`config.mk`:
```
export PLATFORM = sky130hd
export DESIGN_NAME = lidar_packet_decode_speed_ctrl_flat
export DESIGN_NICKNAME = d
export VERILOG_FILES = /design/src/hw/rtl/lpd_pkg.sv /design/src/hw/rtl/lpd_if.sv /design/src/hw/rtl/lidar_packet_decode_speed_ctrl.sv /design/src/flat_wrapper.sv
export SDC_FILE = /design/constraint.sdc
export NUM_CORES = 1
export LEC_CHECK = 0
export ABC_AREA = 1
export ABC_CLOCK_PERIOD_IN_PS = 9900
export BUFFER_PORTS_ARGS = -buffer_cell sky130_fd_sc_hd__buf_2
export CORE_ASPECT_RATIO = 0.7
export CORE_MARGIN = 1.5
export CORE_UTILIZATION = 55
export CTS_CLUSTER_DIAMETER = 200
export CTS_CLUSTER_SIZE = 20
export DETAILED_ROUTE_END_ITERATION = 8
export PLACE_DENSITY = 0.74
export REMOVE_ABC_BUFFERS = 1
export SETUP_SLACK_MARGIN = 0.02
export SYNTH_ARGS = -nofsm -noshare
export SYNTH_HDL_FRONTEND = slang
export SYNTH_SLANG_ARGS = --single-unit
export TNS_END_PERCENT = 50
```
`constraint.sdc`:
```
create_clock -name clk -period 9.9 [get_ports clk]
set_input_delay 0.99 -clock clk [delete_from_list [all_inputs] [get_ports clk]]
set_output_delay 0.99 -clock clk [all_outputs]
set_load 0.01 [all_outputs]
```
`src/hw/rtl/lpd_pkg.sv`:
```
// Shared constants, register map and result type for the lidar packet decoder.
// No dependencies; imported by the channel interfaces and the top level.
package lpd_pkg;

    // Framing
    localparam int PACKETS_PER_REV  = 90;
    localparam int READS_PER_PACKET = 4;
    localparam int INDEX_SPAN       = 90;

    localparam logic [7:0] START_BYTE = 8'hFA;
    localparam logic [7:0] INDEX_BASE = 8'hA0;

    localparam logic [4:0] POS_INDEX      = 5'd1;
    localparam logic [4:0] POS_SPEED_LO   = 5'd2;
    localparam logic [4:0] POS_SPEED_HI   = 5'd3;
    localparam logic [4:0] POS_READS      = 5'd4;
    localparam logic [4:0] POS_READS_END  = 5'(4 + 4 * READS_PER_PACKET);
    localparam logic [4:0] POS_CHECK_LAST = 5'(4 + 4 * READS_PER_PACKET + 1);

    localparam logic [1:0] SUB_DIST_LO = 2'd0;
    localparam logic [1:0] SUB_DIST_HI = 2'd1;

    // Field widths
    localparam int BYTE_W   = 8;
    localparam int ANGLE_W  = 9;
    localparam int DIST_W   = 14;
    localparam int RPM_W    = 10;
    localparam int LEVEL_W  = 8;
    localparam int SUM_W    = 17;
    localparam int COUNT_W  = 7;
    localparam int OFFSET_W = 7;

    // Register map (word index = paddr[3:2])
    localparam int ADDR_W = 4;
    localparam logic [1:0] REG_TARGET_RPM = 2'd0;
    localparam logic [1:0] REG_RPM_BAND   = 2'd1;
    localparam logic [1:0] REG_PWM_START  = 2'd2;

    localparam logic [RPM_W-1:0]   TARGET_RPM_RST = 10'd240;
    localparam logic [7:0]         RPM_BAND_RST   = 8'd20;
    localparam logic [LEVEL_W-1:0] PWM_START_RST  = 8'd71;

    localparam logic [LEVEL_W-1:0] LEVEL_MAX = '1;

    // Reciprocal of PACKETS_PER_REV, exact for any 17-bit sum
    localparam int RECIP_SHIFT = 31;
    localparam int RECIP_W     = 25;
    localparam logic [RECIP_W-1:0] RECIP_MULT =
        RECIP_W'(((64'd1 << RECIP_SHIFT) + 64'(PACKETS_PER_REV) - 64'd1)
                 / 64'(PACKETS_PER_REV));
    localparam int PROD_W = SUM_W + RECIP_W;

    localparam logic KIND_READ    = 1'b0;
    localparam logic KIND_SUMMARY = 1'b1;

    typedef struct packed {
        logic                 result_kind;
        logic [ANGLE_W-1:0]   angle_deg;
        logic [DIST_W-1:0]    distance_mm;
        logic                 read_invalid;
        logic                 weak_signal;
        logic [RPM_W-1:0]     avg_rpm;
        logic [LEVEL_W-1:0]   drive_level;
        logic                 speed_in_band;
    } result_t;

endpackage

```
`src/hw/rtl/lpd_if.sv`:
```
// Valid/ready channel interfaces for the lidar packet decoder.
// Depends on lpd_pkg for field widths.
interface lpd_byte_if
    import lpd_pkg::*;
    ();
    logic              valid;
    logic              ready;
    logic [BYTE_W-1:0] data_byte;

    modport source (output valid, output data_byte, input ready);
    modport sink   (input valid, input data_byte, output ready);
endinterface

interface lpd_result_if
    import lpd_pkg::*;
    ();
    logic                 valid;
    logic                 ready;
    logic                 result_kind;
    logic [ANGLE_W-1:0]   angle_deg;
    logic [DIST_W-1:0]    distance_mm;
    logic                 read_invalid;
    logic                 weak_signal;
    logic [RPM_W-1:0]     avg_rpm;
    logic [LEVEL_W-1:0]   drive_level;
    logic                 speed_in_band;

    modport source (output valid, output result_kind, output angle_deg, output distance_mm,
                    output read_invalid, output weak_signal, output avg_rpm,
                    output drive_level, output speed_in_band, input ready);
    modport sink   (input valid, input result_kind, input angle_deg, input distance_mm,
                    input read_invalid, input weak_signal, input avg_rpm,
                    input drive_level, input speed_in_band, output ready);
endinterface

```
`src/hw/rtl/lidar_packet_decode_speed_ctrl.sv`:
```
// Top level of the lidar packet decoder with motor speed control.
// Depends on lpd_pkg and the channel interfaces in lpd_if.sv.
//
// Usage:
//   byte_in    - one raw serial byte per beat. Bytes are ignored until the
//                0xFA start byte; then a 22-byte packet is framed by count.
//   result_out - one beat per distance read (four per packet) and one speed
//                summary beat after every 90th complete packet.
//   APB port   - target_rpm @0x0, rpm_band @0x4, pwm_start @0x8. Writing
//                pwm_start also reloads the drive level. Write only when idle.
// Output: a result is registered before result_out. Throughput: one byte
//   per cycle while the skid entry is empty. The decode of a byte is one
//   level of logic between the framing state and the output register.
//   The revolution average (sum / 90) comes from a reciprocal multiplier
//   that is registered and recomputed every cycle; the sum is final at
//   least 18 beats before the summary byte, so it is always settled.
// Stall: an output register plus a one-entry skid register. byte_in stays
//   ready while result_out is stalled until the skid entry fills.
// Reset: hunting for a start byte, counters and sum cleared, registers at
//   their defaults, drive level at pwm_start, no result pending.
module lidar_packet_decode_speed_ctrl
    import lpd_pkg::*;
(
    input  logic              clk,
    input  logic              rst_n,
    input  logic              psel,
    input  logic              penable,
    input  logic              pwrite,
    input  logic [ADDR_W-1:0] paddr,
    input  logic [31:0]       pwdata,
    output logic [31:0]       prdata,
    output logic              pready,
    lpd_byte_if.sink          byte_in,
    lpd_result_if.source      result_out
);

    // Configuration
    logic [RPM_W-1:0]   target_rpm_reg;
    logic [7:0]         rpm_band_reg;
    logic [LEVEL_W-1:0] pwm_start_reg;

    // Framing and speed state
    logic                hunting_reg,   hunting_next;
    logic [4:0]          pos_reg,       pos_next;
    logic [OFFSET_W-1:0] offset_reg,    offset_next;   // packet index offset mod 90
    logic [7:0]          low_reg,       low_next;
    logic [SUM_W-1:0]    sum_reg,       sum_next;
    logic [COUNT_W-1:0]  count_reg,     count_next;
    logic [LEVEL_W-1:0]  pwm_reg,       pwm_next;
    logic [PROD_W-1:0]   prod_reg;

    // Output side
    result_t out_reg,  out_next;
    result_t skid_reg, skid_next;
    logic    out_valid_reg,  out_valid_next;
    logic    skid_valid_reg, skid_valid_next;

    logic    cfg_wr;
    logic    accept;
    logic    res_valid;
    result_t res;

    logic [7:0]         b;
    logic [7:0]         idx_diff;
    logic [4:0]         rel;
    logic [RPM_W-1:0]   avg;
    logic [RPM_W:0]     upper;
    logic [RPM_W:0]     avg_plus_band;
    logic [COUNT_W-1:0] count_inc;

    // ---------------- APB ----------------
    assign pready = 1'b1;
    assign cfg_wr = psel && penable && pwrite;

    always_comb
    begin
        unique case (paddr[3:2])
            REG_TARGET_RPM: prdata = 32'(target_rpm_reg);
            REG_RPM_BAND:   prdata = 32'(rpm_band_reg);
            REG_PWM_START:  prdata = 32'(pwm_start_reg);
            default:        prdata = '0;
        endcase
    end

    always_ff @(posedge clk or negedge rst_n)
    begin
        if (!rst_n)
        begin
            target_rpm_reg <= TARGET_RPM_RST;
            rpm_band_reg   <= RPM_BAND_RST;
            pwm_start_reg  <= PWM_START_RST;
        end
        else if (cfg_wr)
        begin
            if (paddr[3:2] == REG_TARGET_RPM)
                target_rpm_reg <= pwdata[RPM_W-1:0];
            if (paddr[3:2] == REG_RPM_BAND)
                rpm_band_reg <= pwdata[7:0];
            if (paddr[3:2] == REG_PWM_START)
                pwm_start_reg <= pwdata[LEVEL_W-1:0];
        end
    end

    // ---------------- byte decode ----------------
    assign byte_in.ready = !skid_valid_reg;
    assign accept        = byte_in.valid && byte_in.ready;
    assign b             = byte_in.data_byte;

    assign idx_diff      = b - INDEX_BASE;
    assign rel           = pos_reg - POS_READS;
    assign avg           = prod_reg[RECIP_SHIFT +: RPM_W];
    assign upper         = {1'b0, target_rpm_reg} + (RPM_W+1)'(rpm_band_reg);
    assign avg_plus_band = {1'b0, avg} + (RPM_W+1)'(rpm_band_reg);
    assign count_inc     = count_reg + 1'b1;

    always_comb
    begin
        hunting_next = hunting_reg;
        pos_next     = pos_reg;
        offset_next  = offset_reg;
        low_next     = low_reg;
        sum_next     = sum_reg;
        count_next   = count_reg;
        pwm_next     = pwm_reg;
        res_valid    = 1'b0;
        res          = '0;

        if (accept)
        begin
            if (hunting_reg)
            begin
                if (b == START_BYTE)
                begin
                    hunting_next = 1'b0;
                    pos_next     = POS_INDEX;
                end
            end
            else
            begin
                pos_next = pos_reg + 1'b1;
                priority if (pos_reg == POS_INDEX)
                begin
                    // offset wraps in 8 bits, then reduce mod 90 (at most two steps)
                    if (idx_diff >= 8'(2 * INDEX_SPAN))
                        offset_next = OFFSET_W'(idx_diff - 8'(2 * INDEX_SPAN));
                    else if (idx_diff >= 8'(INDEX_SPAN))
                        offset_next = OFFSET_W'(idx_diff - 8'(INDEX_SPAN));
                    else
                        offset_next = OFFSET_W'(idx_diff);
                end
                else if (pos_reg == POS_SPEED_LO)
                begin
                    low_next = b;
                end
                else if (pos_reg == POS_SPEED_HI)
                begin
                    // speed / 64 = {hi, lo[7:6]}
                    sum_next = sum_reg + SUM_W'({b, low_reg[7:6]});
                end
                else if (pos_reg >= POS_READS && pos_reg < POS_READS_END)
                begin
                    if (rel[1:0] == SUB_DIST_LO)
                    begin
                        low_next = b;
                    end
                    else if (rel[1:0] == SUB_DIST_HI)
                    begin
                        res_valid         = 1'b1;
                        res.result_kind   = KIND_READ;
                        res.angle_deg     = {offset_reg, rel[3:2]};
                        res.distance_mm   = b[7] ? '0 : {b[5:0], low_reg};
                        res.read_invalid  = b[7];
                        res.weak_signal   = b[6];
                        res.drive_level   = pwm_reg;
                    end
                end
                else if (pos_reg >= POS_CHECK_LAST)
                begin
                    hunting_next = 1'b1;
                    pos_next     = '0;
                    count_next   = count_inc;
                    if (count_inc >= COUNT_W'(PACKETS_PER_REV))
                    begin
                        res_valid = 1'b1;
                        res.result_kind   = KIND_SUMMARY;
                        res.avg_rpm       = avg;
                        res.speed_in_band = 1'b0;
                        priority if ({1'b0, avg} > upper)
                        begin
                            if (pwm_reg != '0)
                                pwm_next = pwm_reg - 1'b1;
                        end
                        else if (avg_plus_band < {1'b0, target_rpm_reg})
                        begin
                            if (pwm_reg != LEVEL_MAX)
                                pwm_next = pwm_reg + 1'b1;
                        end
                        else
                        begin
                            res.speed_in_band = 1'b1;
                        end
                        res.drive_level = pwm_next;
                        sum_next        = '0;
                        count_next      = '0;
                    end
                end
                else
                begin
                    // first checksum byte: skipped
                end
            end
        end

        // new start level takes effect at once
        if (cfg_wr && paddr[3:2] == REG_PWM_START)
            pwm_next = pwdata[LEVEL_W-1:0];
    end

    always_ff @(posedge clk or negedge rst_n)
    begin
        if (!rst_n)
        begin
            hunting_reg <= 1'b1;
            pos_reg     <= '0;
            offset_reg  <= '0;
            low_reg     <= '0;
            sum_reg     <= '0;
            count_reg   <= '0;
            pwm_reg     <= PWM_START_RST;
        end
        else
        begin
            hunting_reg <= hunting_next;
            pos_reg     <= pos_next;
            offset_reg  <= offset_next;
            low_reg     <= low_next;
            sum_reg     <= sum_next;
            count_reg   <= count_next;
            pwm_reg     <= pwm_next;
        end
    end

    // free-running reciprocal multiply: sum * ceil(2^31 / 90)
    always_ff @(posedge clk)
    begin
        prod_reg <= PROD_W'(sum_reg) * PROD_W'(RECIP_MULT);
    end

    // ---------------- output register + skid ----------------
    always_comb
    begin
        out_next        = out_reg;
        skid_next       = skid_reg;
        out_valid_next  = out_valid_reg;
        skid_valid_next = skid_valid_reg;

        if (skid_valid_reg)
        begin
            if (result_out.ready)
            begin
                out_next        = skid_reg;
                skid_valid_next = 1'b0;
            end
        end
        else if (res_valid)
        begin
            if (!out_valid_reg || result_out.ready)
            begin
                out_next       = res;
                out_valid_next = 1'b1;
            end
            else
            begin
                skid_next       = res;
                skid_valid_next = 1'b1;
            end
        end
        else if (result_out.ready)
        begin
            out_valid_next = 1'b0;
        end
    end

    always_ff @(posedge clk or negedge rst_n)
    begin
        if (!rst_n)
        begin
            out_valid_reg  <= 1'b0;
            skid_valid_reg <= 1'b0;
        end
        else
        begin
            out_valid_reg  <= out_valid_next;
            skid_valid_reg <= skid_valid_next;
        end
    end

    always_ff @(posedge clk)
    begin
        out_reg  <= out_next;
        skid_reg <= skid_next;
    end

    assign result_out.valid         = out_valid_reg;
    assign result_out.result_kind   = out_reg.result_kind;
    assign result_out.angle_deg     = out_reg.angle_deg;
    assign result_out.distance_mm   = out_reg.distance_mm;
    assign result_out.read_invalid  = out_reg.read_invalid;
    assign result_out.weak_signal   = out_reg.weak_signal;
    assign result_out.avg_rpm       = out_reg.avg_rpm;
    assign result_out.drive_level   = out_reg.drive_level;
    assign result_out.speed_in_band = out_reg.speed_in_band;

endmodule

```
`src/flat_wrapper.sv`:
```
// flat-port wrapper written by rule: the top's interface ports become plain ports
module lidar_packet_decode_speed_ctrl_flat import lpd_pkg::*;
  (clk, rst_n, psel, penable, pwrite, paddr, pwdata, prdata, pready, byte_in_valid, byte_in_data_byte, byte_in_ready, result_out_valid, result_out_result_kind, result_out_angle_deg, result_out_distance_mm, result_out_read_invalid, result_out_weak_signal, result_out_avg_rpm, result_out_drive_level, result_out_speed_in_band, result_out_ready);
  lpd_byte_if byte_in_i ();
  lpd_result_if result_out_i ();
  input  logic clk;
  input  logic rst_n;
  input  logic psel;
  input  logic penable;
  input  logic pwrite;
  input  logic [ADDR_W-1:0] paddr;
  input  logic [31:0] pwdata;
  output logic [31:0] prdata;
  output logic pready;
  input wire logic [$bits(byte_in_i.valid)-1:0] byte_in_valid;
  input wire logic [$bits(byte_in_i.data_byte)-1:0] byte_in_data_byte;
  output wire logic [$bits(byte_in_i.ready)-1:0] byte_in_ready;
  output wire logic [$bits(result_out_i.valid)-1:0] result_out_valid;
  output wire logic [$bits(result_out_i.result_kind)-1:0] result_out_result_kind;
  output wire logic [$bits(result_out_i.angle_deg)-1:0] result_out_angle_deg;
  output wire logic [$bits(result_out_i.distance_mm)-1:0] result_out_distance_mm;
  output wire logic [$bits(result_out_i.read_invalid)-1:0] result_out_read_invalid;
  output wire logic [$bits(result_out_i.weak_signal)-1:0] result_out_weak_signal;
  output wire logic [$bits(result_out_i.avg_rpm)-1:0] result_out_avg_rpm;
  output wire logic [$bits(result_out_i.drive_level)-1:0] result_out_drive_level;
  output wire logic [$bits(result_out_i.speed_in_band)-1:0] result_out_speed_in_band;
  input wire logic [$bits(result_out_i.ready)-1:0] result_out_ready;
  assign byte_in_i.valid = byte_in_valid;
  assign byte_in_i.data_byte = byte_in_data_byte;
  assign byte_in_ready = byte_in_i.ready;
  assign result_out_valid = result_out_i.valid;
  assign result_out_result_kind = result_out_i.result_kind;
  assign result_out_angle_deg = result_out_i.angle_deg;
  assign result_out_distance_mm = result_out_i.distance_mm;
  assign result_out_read_invalid = result_out_i.read_invalid;
  assign result_out_weak_signal = result_out_i.weak_signal;
  assign result_out_avg_rpm = result_out_i.avg_rpm;
  assign result_out_drive_level = result_out_i.drive_level;
  assign result_out_speed_in_band = result_out_i.speed_in_band;
  assign result_out_i.ready = result_out_ready;
  lidar_packet_decode_speed_ctrl u_core (.clk(clk), .rst_n(rst_n), .psel(psel), .penable(penable), .pwrite(pwrite), .paddr(paddr), .pwdata(pwdata), .prdata(prdata), .pready(pready), .byte_in(byte_in_i), .result_out(result_out_i));
endmodule
```
After elaboration in Yosys (flattened, before gate mapping)
Index checks and enable logic that the tools add are counted.
{"block": "totals", "register_bits": 211, "output_inout_bits": 80}
{"block": "op_classes", "n_addsub": 11, "mul": 1, "magnitude_cmp": 8, "n_eq_ne": 18, "n_mux": 79, "bitwise_logic": 7, "n_reduce_logical": 33}
{"op": "45-bit two-way mux", "n": 9}
{"op": "8-bit two-way mux", "n": 20}
{"op": "17-bit two-way mux", "n": 4}
{"op": "25-bit two-way mux", "n": 2}
{"op": "17-bit by 24-bit multiplier with 40-bit output, second input constant", "n": 1}
{"op": "19-bit two-way mux", "n": 2}
{"op": "5-bit two-way mux", "n": 7}
{"op": "10-bit one-hot mux with 3 select lines", "n": 1}
{"op": "1-bit two-way mux", "n": 28}
{"op": "26-bit two-way mux", "n": 1}
{"op": "10-bit by 8-bit adder with 11-bit output", "n": 2}
{"op": "7-bit two-way mux", "n": 3}
{"op": "2-bit nonzero test", "n": 10}
{"op": "17-bit by 10-bit adder with 17-bit output", "n": 1}
{"op": "2-bit != test, second input constant", "n": 8}
{"op": "14-bit two-way mux", "n": 1}
{"op": "7-bit AND reduction", "n": 2}
{"op": "3-bit AND reduction", "n": 4}
{"op": "10-bit by 11-bit > comparator with 1-bit output", "n": 1}
{"op": "11-bit by 10-bit less-than comparator with 1-bit output", "n": 1}
{"op": "5-bit by 2-bit equality test with 1-bit output, second input constant", "n": 2}
{"op": "10-bit two-way mux", "n": 1}
{"op": "8-bit by 1-bit adder with 8-bit output, second input constant", "n": 1}
{"op": "8-bit equality test, second input constant", "n": 1}
{"op": "27 further kinds", "n": 44}

Longest topological paths before layout
Gate-level depths: netlist (run 1).
{"block": "logic_depth", "word_depth": 15, "ltp_mapped": 24, "mapped_depth_nobuf": 24}

Worst setup path before layout (run 1)
No wires, ideal clock.
{"block": "synth_timing", "path_type": "register to register", "startpoint": "reg u_core.sum_reg[16]", "endpoint": "reg u_core.prod_reg[38]", "setup_time_ns": 0.112, "arrival_time_ns": 4.697, "setup_slack_ns": 5.091, "path_stages_with_launch": 20, "synth_period_minus_slack_ns": 4.809, "cell_sequence": "dfrtp_1 -> ha_1 -> fa_1 -> inv_1 -> fa_1 -> inv_1 -> fa_1 -> fa_1 -> inv_1 -> fa_1 -> inv_1 -> ha_1 -> a21oi_1 -> o21ai_0 -> nand2_1 -> nand2_1 -> a211oi_1 -> nand2_1 -> nand2_1 -> nand2_1"}
{"block": "synth_between", "elab_chain_len": 1}
{"element": "from (decl)", "line": "lidar_packet_decode_speed_ctrl.sv:47", "source": "logic [SUM_W-1:0] sum_reg, sum_next;"}
{"element": "from (signal assigned)", "line": "lidar_packet_decode_speed_ctrl.sv:237", "source": "sum_reg <= sum_next;"}
{"element": "17-bit by 24-bit multiplier with 40-bit output", "line": "lidar_packet_decode_speed_ctrl.sv:246", "source": "prod_reg <= PROD_W'(sum_reg) * PROD_W'(RECIP_MULT);"}
{"element": "to (signal assigned)", "line": "lidar_packet_decode_speed_ctrl.sv:246"}
{"element": "to (decl)", "line": "lidar_packet_decode_speed_ctrl.sv:50", "source": "logic [PROD_W-1:0] prod_reg;"}
Every way passes these cells.
A chain may end at the register's enable or synchronous reset.

Worst setup path after layout (run 1)
{"block": "layout_timing", "startpoint": "reg u_core.sum_reg[16]", "endpoint": "reg u_core.prod_reg[31]"}
The elaborated chain is that of the path after synthesis.

==> results of run 1 <==
-- synthesized netlist by cell type, types with 11 or more instances --
library cell / count / area, um^2
inv_1: 328 / 1230
nor2_1: 97 / 364
ha_1: 194 / 2430
clkbuf_1: 14 / 52.6
o21ai_0: 113 / 566
a21oi_1: 81 / 405
xor2_1: 33 / 289
fa_1: 92 / 1840
nand2_1: 345 / 1290
nor3_1: 27 / 135
edfxtp_1: 90 / 2700
dfstp_2: 15 / 394
a31oi_1: 11 / 68.8
dfrtp_1: 66 / 1650
buf_4: 23 / 173
a21o_1: 13 / 97.6
xnor2_1: 16 / 140
nand3_1: 100 / 500
-- per-stage QoR --
stage / setup WS, ns / hold slack, ns / area, um^2 / utilization
after floorplan: 4.94 / 0.445 / 15100 / -
after global placement: 4.58 / 0.466 / 16000 / 0.592
after detailed placement: 4.56 / 0.475 / 16000 / 0.592
after CTS: 4.53 / 0.398 / 16600 / 0.616
after global routing: 4.21 / 0.403 / 16600 / 0.616
final: 4.51 / 0.399 / 16600 / 0.616
-- layout by cell type, fill, tap and decap left out, types with 8 or more instances in the layout --
| cell type | n |
|---|---|
| xor2_1 | 33 |
| o221ai_1 | 8 |
| edfxtp_1 | 90 |
| dfrtp_1 | 66 |
| nand4_1 | 9 |
| a21oi_1 | 81 |
| a21o_1 | 13 |
| nand2_1 | 345 |
| o211ai_1 | 10 |
| xnor2_1 | 16 |
| a31oi_1 | 11 |
| dfxtp_1 | 10 |
| nor3_1 | 27 |
| dfstp_2 | 15 |
| nor2_1 | 96 |
| buf_2 | 82 |
| fa_1 | 92 |
| ha_1 | 194 |
| o21ai_1 | 9 |
| conb_1 | 23 |
| nand3_1 | 100 |
| inv_2 | 8 |
| inv_1 | 327 |
| clkbuf_16 | 20 |
| o21ai_0 | 113 |
-- logic make-up after synthesis --
logic type,Yosys count
buffers and inverters,385
XOR/XNOR,49
AND/OR/NAND/NOR,599
AO/OA/AOI/OAI,275
other,2
flip-flops,181
adder cells (fa/ha/maj),286
-- area by class of cell --
cell class / instances / area (um^2) / share of cell area
clock buffer: 22 / 508 / 0.0305
sequential: 181 / 4950 / 0.297
timing repair buffer: 88 / 455 / 0.0274
multi-input combinational: 1232 / 8860 / 0.532
clock inverter: 10 / 139 / 0.00834
tap: 364 / 455 / 0.0274
inverter: 339 / 1280 / 0.0767
-- worst paths after layout --
| check | to | slack (ns) | depth (start not counted) | start |
|---|---|---|---|---|
| max | u_core.prod_reg[31] | 4.51 | 17 | u_core.sum_reg[16] |
| min | u_core.rpm_band_reg[1] | 0.40 | 1 | rst_n |
| max reg2reg | u_core.prod_reg[31] | 4.51 | 17 | u_core.sum_reg[16] |
| min reg2reg | u_core.offset_reg[1] | 0.49 | 2 | u_core.offset_reg[1] |
| max in group asynchronous | u_core.offset_reg[6] | 8.37 | 2 | rst_n |
| min in group clk | u_core.offset_reg[1] | 0.49 | 2 | u_core.offset_reg[1] |
-- per-layer routing --
layer	wire, um	GRT usage	vias to the layer above
met5	0	0	-
met4	501	0.0546	0
met3	2540	0.0426	41
met2	15200	0.382	415
met1	18200	0.405	5697
li1	-	-	5904
==> impl_metrics.toml, run 1 <==
[synthesis]
ys_async_sr_fraction = 0.448
synthCells = 1777
ys_warn_count = 0
synth.distinct_cells = 50
yosys.area_share.simple = 0.165
syn_area_um2 = 15300
synth_mux_area_frac = 0
synth_compound_area_frac = 0.102
avgSynthCellArea_um2 = 8.60
synth_top_family_by_area = "adder cells"
synth_edf_count = 90
synth_seq_cells = 181
synth_fa_ha_area_frac = 0.279
synth_xor_xnor_area_share = 0.0281
ys.flop_type = "edfxtp_1"
yosysSeqAreaShare = 0.324

[floorplanning]
coreArea_um2 = 27000
ios = 131
die_area_um2 = 28800
die_w_um = 202
start_util = 0.566
die_y_um = 143
rows = 50

[clock_tree]
cts_tree = "built"
clock_latency_ns = 0.44
cts_root_buf = "clkbuf_16"
holdBufCountCts = 0
numCtsBuffers = 17
clkSinkCount = 181
path_clk_slew_ns = 0.07
ctsResizeCount = 0
cts_buffer_depth = 2
cts_setup_buffers = 0
cts.htree.levels = 4

[cells_and_area]
drive_above_1_share = 0.0833
area_delta_synth_final_pct = 8.87
stdcell_count = 2236
largest_register_ffs = 45
n_antenna_cell = 0
nets = 2196
n_fill_cell = 2373

[hold_path]
worstHoldPathType = "input port to asynchronous set/reset pin"

[place]
dpl.cell_count = 2204
dp_hpwl_um = 29600
numPortBuffers = 83
place_congestion = 0.961

[drt]
vias = 12100
drt-total-wl_um = 36500
remaining_drc_errors = 0
drt_iter0_markers = 826
viasPerCell = 5.39
ant_nets = 0
wl_per_cell_um = 16.3
first_pass_iters = 6

[run_status]
outcome = "completed"

[grt]
overflow = 0
grt_antenna_before_repair = 0
grt_usage = 0.261
grt_pass1_wl_um = 59200
grt_pass1_vias = 11400
grt_max_degree = 67

[worst_setup_path]
path_cells = "ha_1, inv_1, fa_1, fa_1, inv_1, fa_1, fa_1, inv_1, fa_1, inv_1, ha_1, a21oi_1, o21ai_0, a21oi_1, nand2_1, a21oi_1, xnor2_1"
crit_fanout = 8
cp_common_cell = "fa_1"
crit_arrival_ns = 5.71
cp.required_ns = 10.23
crit_type = "flop to flop"
slowest_delay_ns = 0.55
crit_family = "adder cells"
worst-path-buf-inv = 4
critPathSlowestCell = "fa_1"
endpoint_kind = "flop"
critPathLaunchType = "flop"

[sta]
clock_skew_ns = 0.0122
finalHoldViolCount = 0
rsz0062_at_grt = "no"
setup_tns_ns = 0
setup_viol = 0
worst_pin_slew_ns = 0.984
timing.fmax_mhz = 186
finalCriticalPeriod_ns = 5.39
slew_viol_final = 0
min_period_over_period = 0.544
max_slew_margin = 0.343

[job]
cap_violations = 0
Power of run 1 is left out: the tool's default activity adds up to more than one toggle a clock period on the data nets, which glitch-free logic cannot reach.
==> run 2: changes to the inputs <==
--- a/config.mk
+++ b/config.mk
@@ -6,7 +6,7 @@
 export NUM_CORES = 1
 export LEC_CHECK = 0
 export ABC_AREA = 1
-export ABC_CLOCK_PERIOD_IN_PS = 9900
+export ABC_CLOCK_PERIOD_IN_PS = 4700
 export BUFFER_PORTS_ARGS = -buffer_cell sky130_fd_sc_hd__buf_2
 export CORE_ASPECT_RATIO = 0.7
 export CORE_MARGIN = 1.5
@@ -14,7 +14,7 @@
 export CTS_CLUSTER_DIAMETER = 200
 export CTS_CLUSTER_SIZE = 20
 export DETAILED_ROUTE_END_ITERATION = 8
-export PLACE_DENSITY = 0.74
+export PLACE_DENSITY = 0.77
 export REMOVE_ABC_BUFFERS = 1
 export SETUP_SLACK_MARGIN = 0.02
 export SYNTH_ARGS = -nofsm -noshare
==> constraint.sdc (replaced) <==
create_clock -name clk -period 4.7 [get_ports clk]
set_input_delay 0.47 -clock clk [delete_from_list [all_inputs] [get_ports clk]]
set_output_delay 0.47 -clock clk [all_outputs]
set_load 0.01 [all_outputs]
==> impl_metrics.toml, run 2 (synthesis results as in run 1) <==
[worst_setup_path]
crit_arrival_ns = 5.17
critPathLaunch = "u_core.sum_reg[14]"
r2r-end = "u_core.prod_reg[39]"
crit_type = "flop to flop"
endpoint_kind = "flop"
reg2reg_depth = 21
r2r_slack_ns = -0.09
path_cells = "buf_6, ha_4, inv_2, fa_1, fa_1, inv_2, fa_2, inv_2, fa_2, fa_1, inv_2, ha_4, buf_4, nand2_2, nor2_4, inv_2, nor2_4, and3_1, nand2_1, nand2_1, xor2_1"
critPathLaunchType = "flop"
crit_fanout = 3
cp-endpoint = "u_core.prod_reg[39]"
r2r-start = "u_core.sum_reg[14]"
cp_common_cell = "inv_2"
cp.required_ns = 5.08
critPathSlowestCell = "fa_1"
slowest_delay_ns = 0.58

[drt]
wl_per_cell_um = 17.3
viasPerCell = 5.50
vias = 13000
ant_nets = 0
drt-total-wl_um = 40900
drt_iter0_markers = 1042
first_pass_iters = 5
remaining_drc_errors = 0

[cells_and_area]
n_fill_cell = 2138
area_delta_synth_final_pct = 19.1
largest_register_ffs = 45
nets = 2320
drive_above_1_share = 0.208
n_antenna_cell = 0
design_area_um2 = 18200
final_common_cell = "nand2_1"
finish.utilization = 0.674
mostFrequentLayoutCells = "326 x nand2_1, 298 x inv_1, 160 x ha_1"

[sta]
rsz0062_at_grt = "yes"
min_period_over_period = 1.02
worst_pin_slew_ns = 1.05
max_slew_margin = 0.302
setup_tns_ns = -0.731
layout_setup_ws_ns = -0.0946
slew_viol_final = 0
setup_viol = 10
finalCriticalPeriod_ns = 4.79
timing.fmax_mhz = 209
hold_slack_ns = -0.00388
clock_skew_ns = 0.0144
finalHoldViolCount = 1

[grt]
grt_usage = 0.288
overflow = 0
grt_antenna_before_repair = 0
grt_pass1_wl_um = 65300
grt_max_degree = 46
grt_pass1_vias = 12300

[floorplanning]
die_area_um2 = 28800
coreArea_um2 = 27000
start_util = 0.566
ios = 131
die_y_um = 143
rows = 50
die_w_um = 202

[clock_tree]
clock_latency_ns = 0.44
holdBufCountCts = 0
cts_buffer_depth = 2
cts_tree = "built"
path_clk_slew_ns = 0.07
cts.htree.levels = 4
numCtsBuffers = 17
cts_root_buf = "clkbuf_16"
clkSinkCount = 181

[place]
dp_hpwl_um = 31900
placed_area_um2 = 16800
place_congestion = 0.953
numPortBuffers = 83

[run_status]
violations = "negative hold slack, negative setup slack"
outcome = "finished, violations left"

[hold_path]
worstHoldPathType = "input port to asynchronous set/reset pin"

[job]
cap_violations = 0
[run 2: worst min-delay path by stage]
stage | from | endpoint | slack [ns]
floorplan | rst_n | u_core.count_reg[0] | 0.17
global route | rst_n | u_core.pwm_reg[4] | 0.03
global placement | rst_n | u_core.pwm_reg[4] | 0.47
finish | rst_n | u_core.pwm_reg[4] | -0.004
CTS | rst_n | u_core.target_rpm_reg[1] | 0.008
detailed placement | rst_n | u_core.pwm_reg[4] | 0.47
[run 2: cell type report]
type | count | area [um^2] | area share
sequential | 181 | 4960 | 0.272
clock buffer | 18 | 439 | 0.0241
tap | 364 | 455 | 0.0250
multi-input combinational | 1232 | 9570 | 0.526
timing repair buffer | 212 | 1410 | 0.0774
inverter | 339 | 1280 | 0.0703
clock inverter | 14 | 101 | 0.00556
[run 2: stage by stage]
| stage | worst slack (ns) | std cells | hold WS (ns) |
|---|---|---|---|
| floorplan | -0.264 | 1752 | 0.174 |
| global placement | -0.297 | 2308 | 0.467 |
| detailed placement | -0.414 | 2308 | 0.474 |
| CTS | -0.0823 | 2351 | 0.00816 |
| global route | -0.259 | 2360 | 0.0301 |
| finish | -0.0946 | 2360 | -0.00388 |
[run 2: worst max-delay path: cells and delay by family, from the launching register on]
kind,cells,cell delay (ns)
XOR/XNOR,1,0.13
adder cells (fa/ha/maj),7,3.10
buffers and inverters,7,0.53
flip-flops,1,0.40
AND/OR/NAND/NOR,6,0.60
[run 2: timing repair]
| item | in CTS | in global routing |
|---|---|---|
| endpoints found under the setup margin | 10 | 10 |
| gates resized for setup | 99 | 65 |
| pin swaps | 74 | 63 |
| setup buffers | 11 | 9 |
[run 2: routing by layer]
layer,wire length [um],global-route usage,up-vias,share of wire
li1,-,-,6162,-
met1,19200,0.435,6258,0.47
met2,18100,0.439,513,0.44
met3,3080,0.0488,42,0.075
met4,554,0.0495,0,0.014
met5,0,0,-,0
Power of run 2 is left out for the same reason.
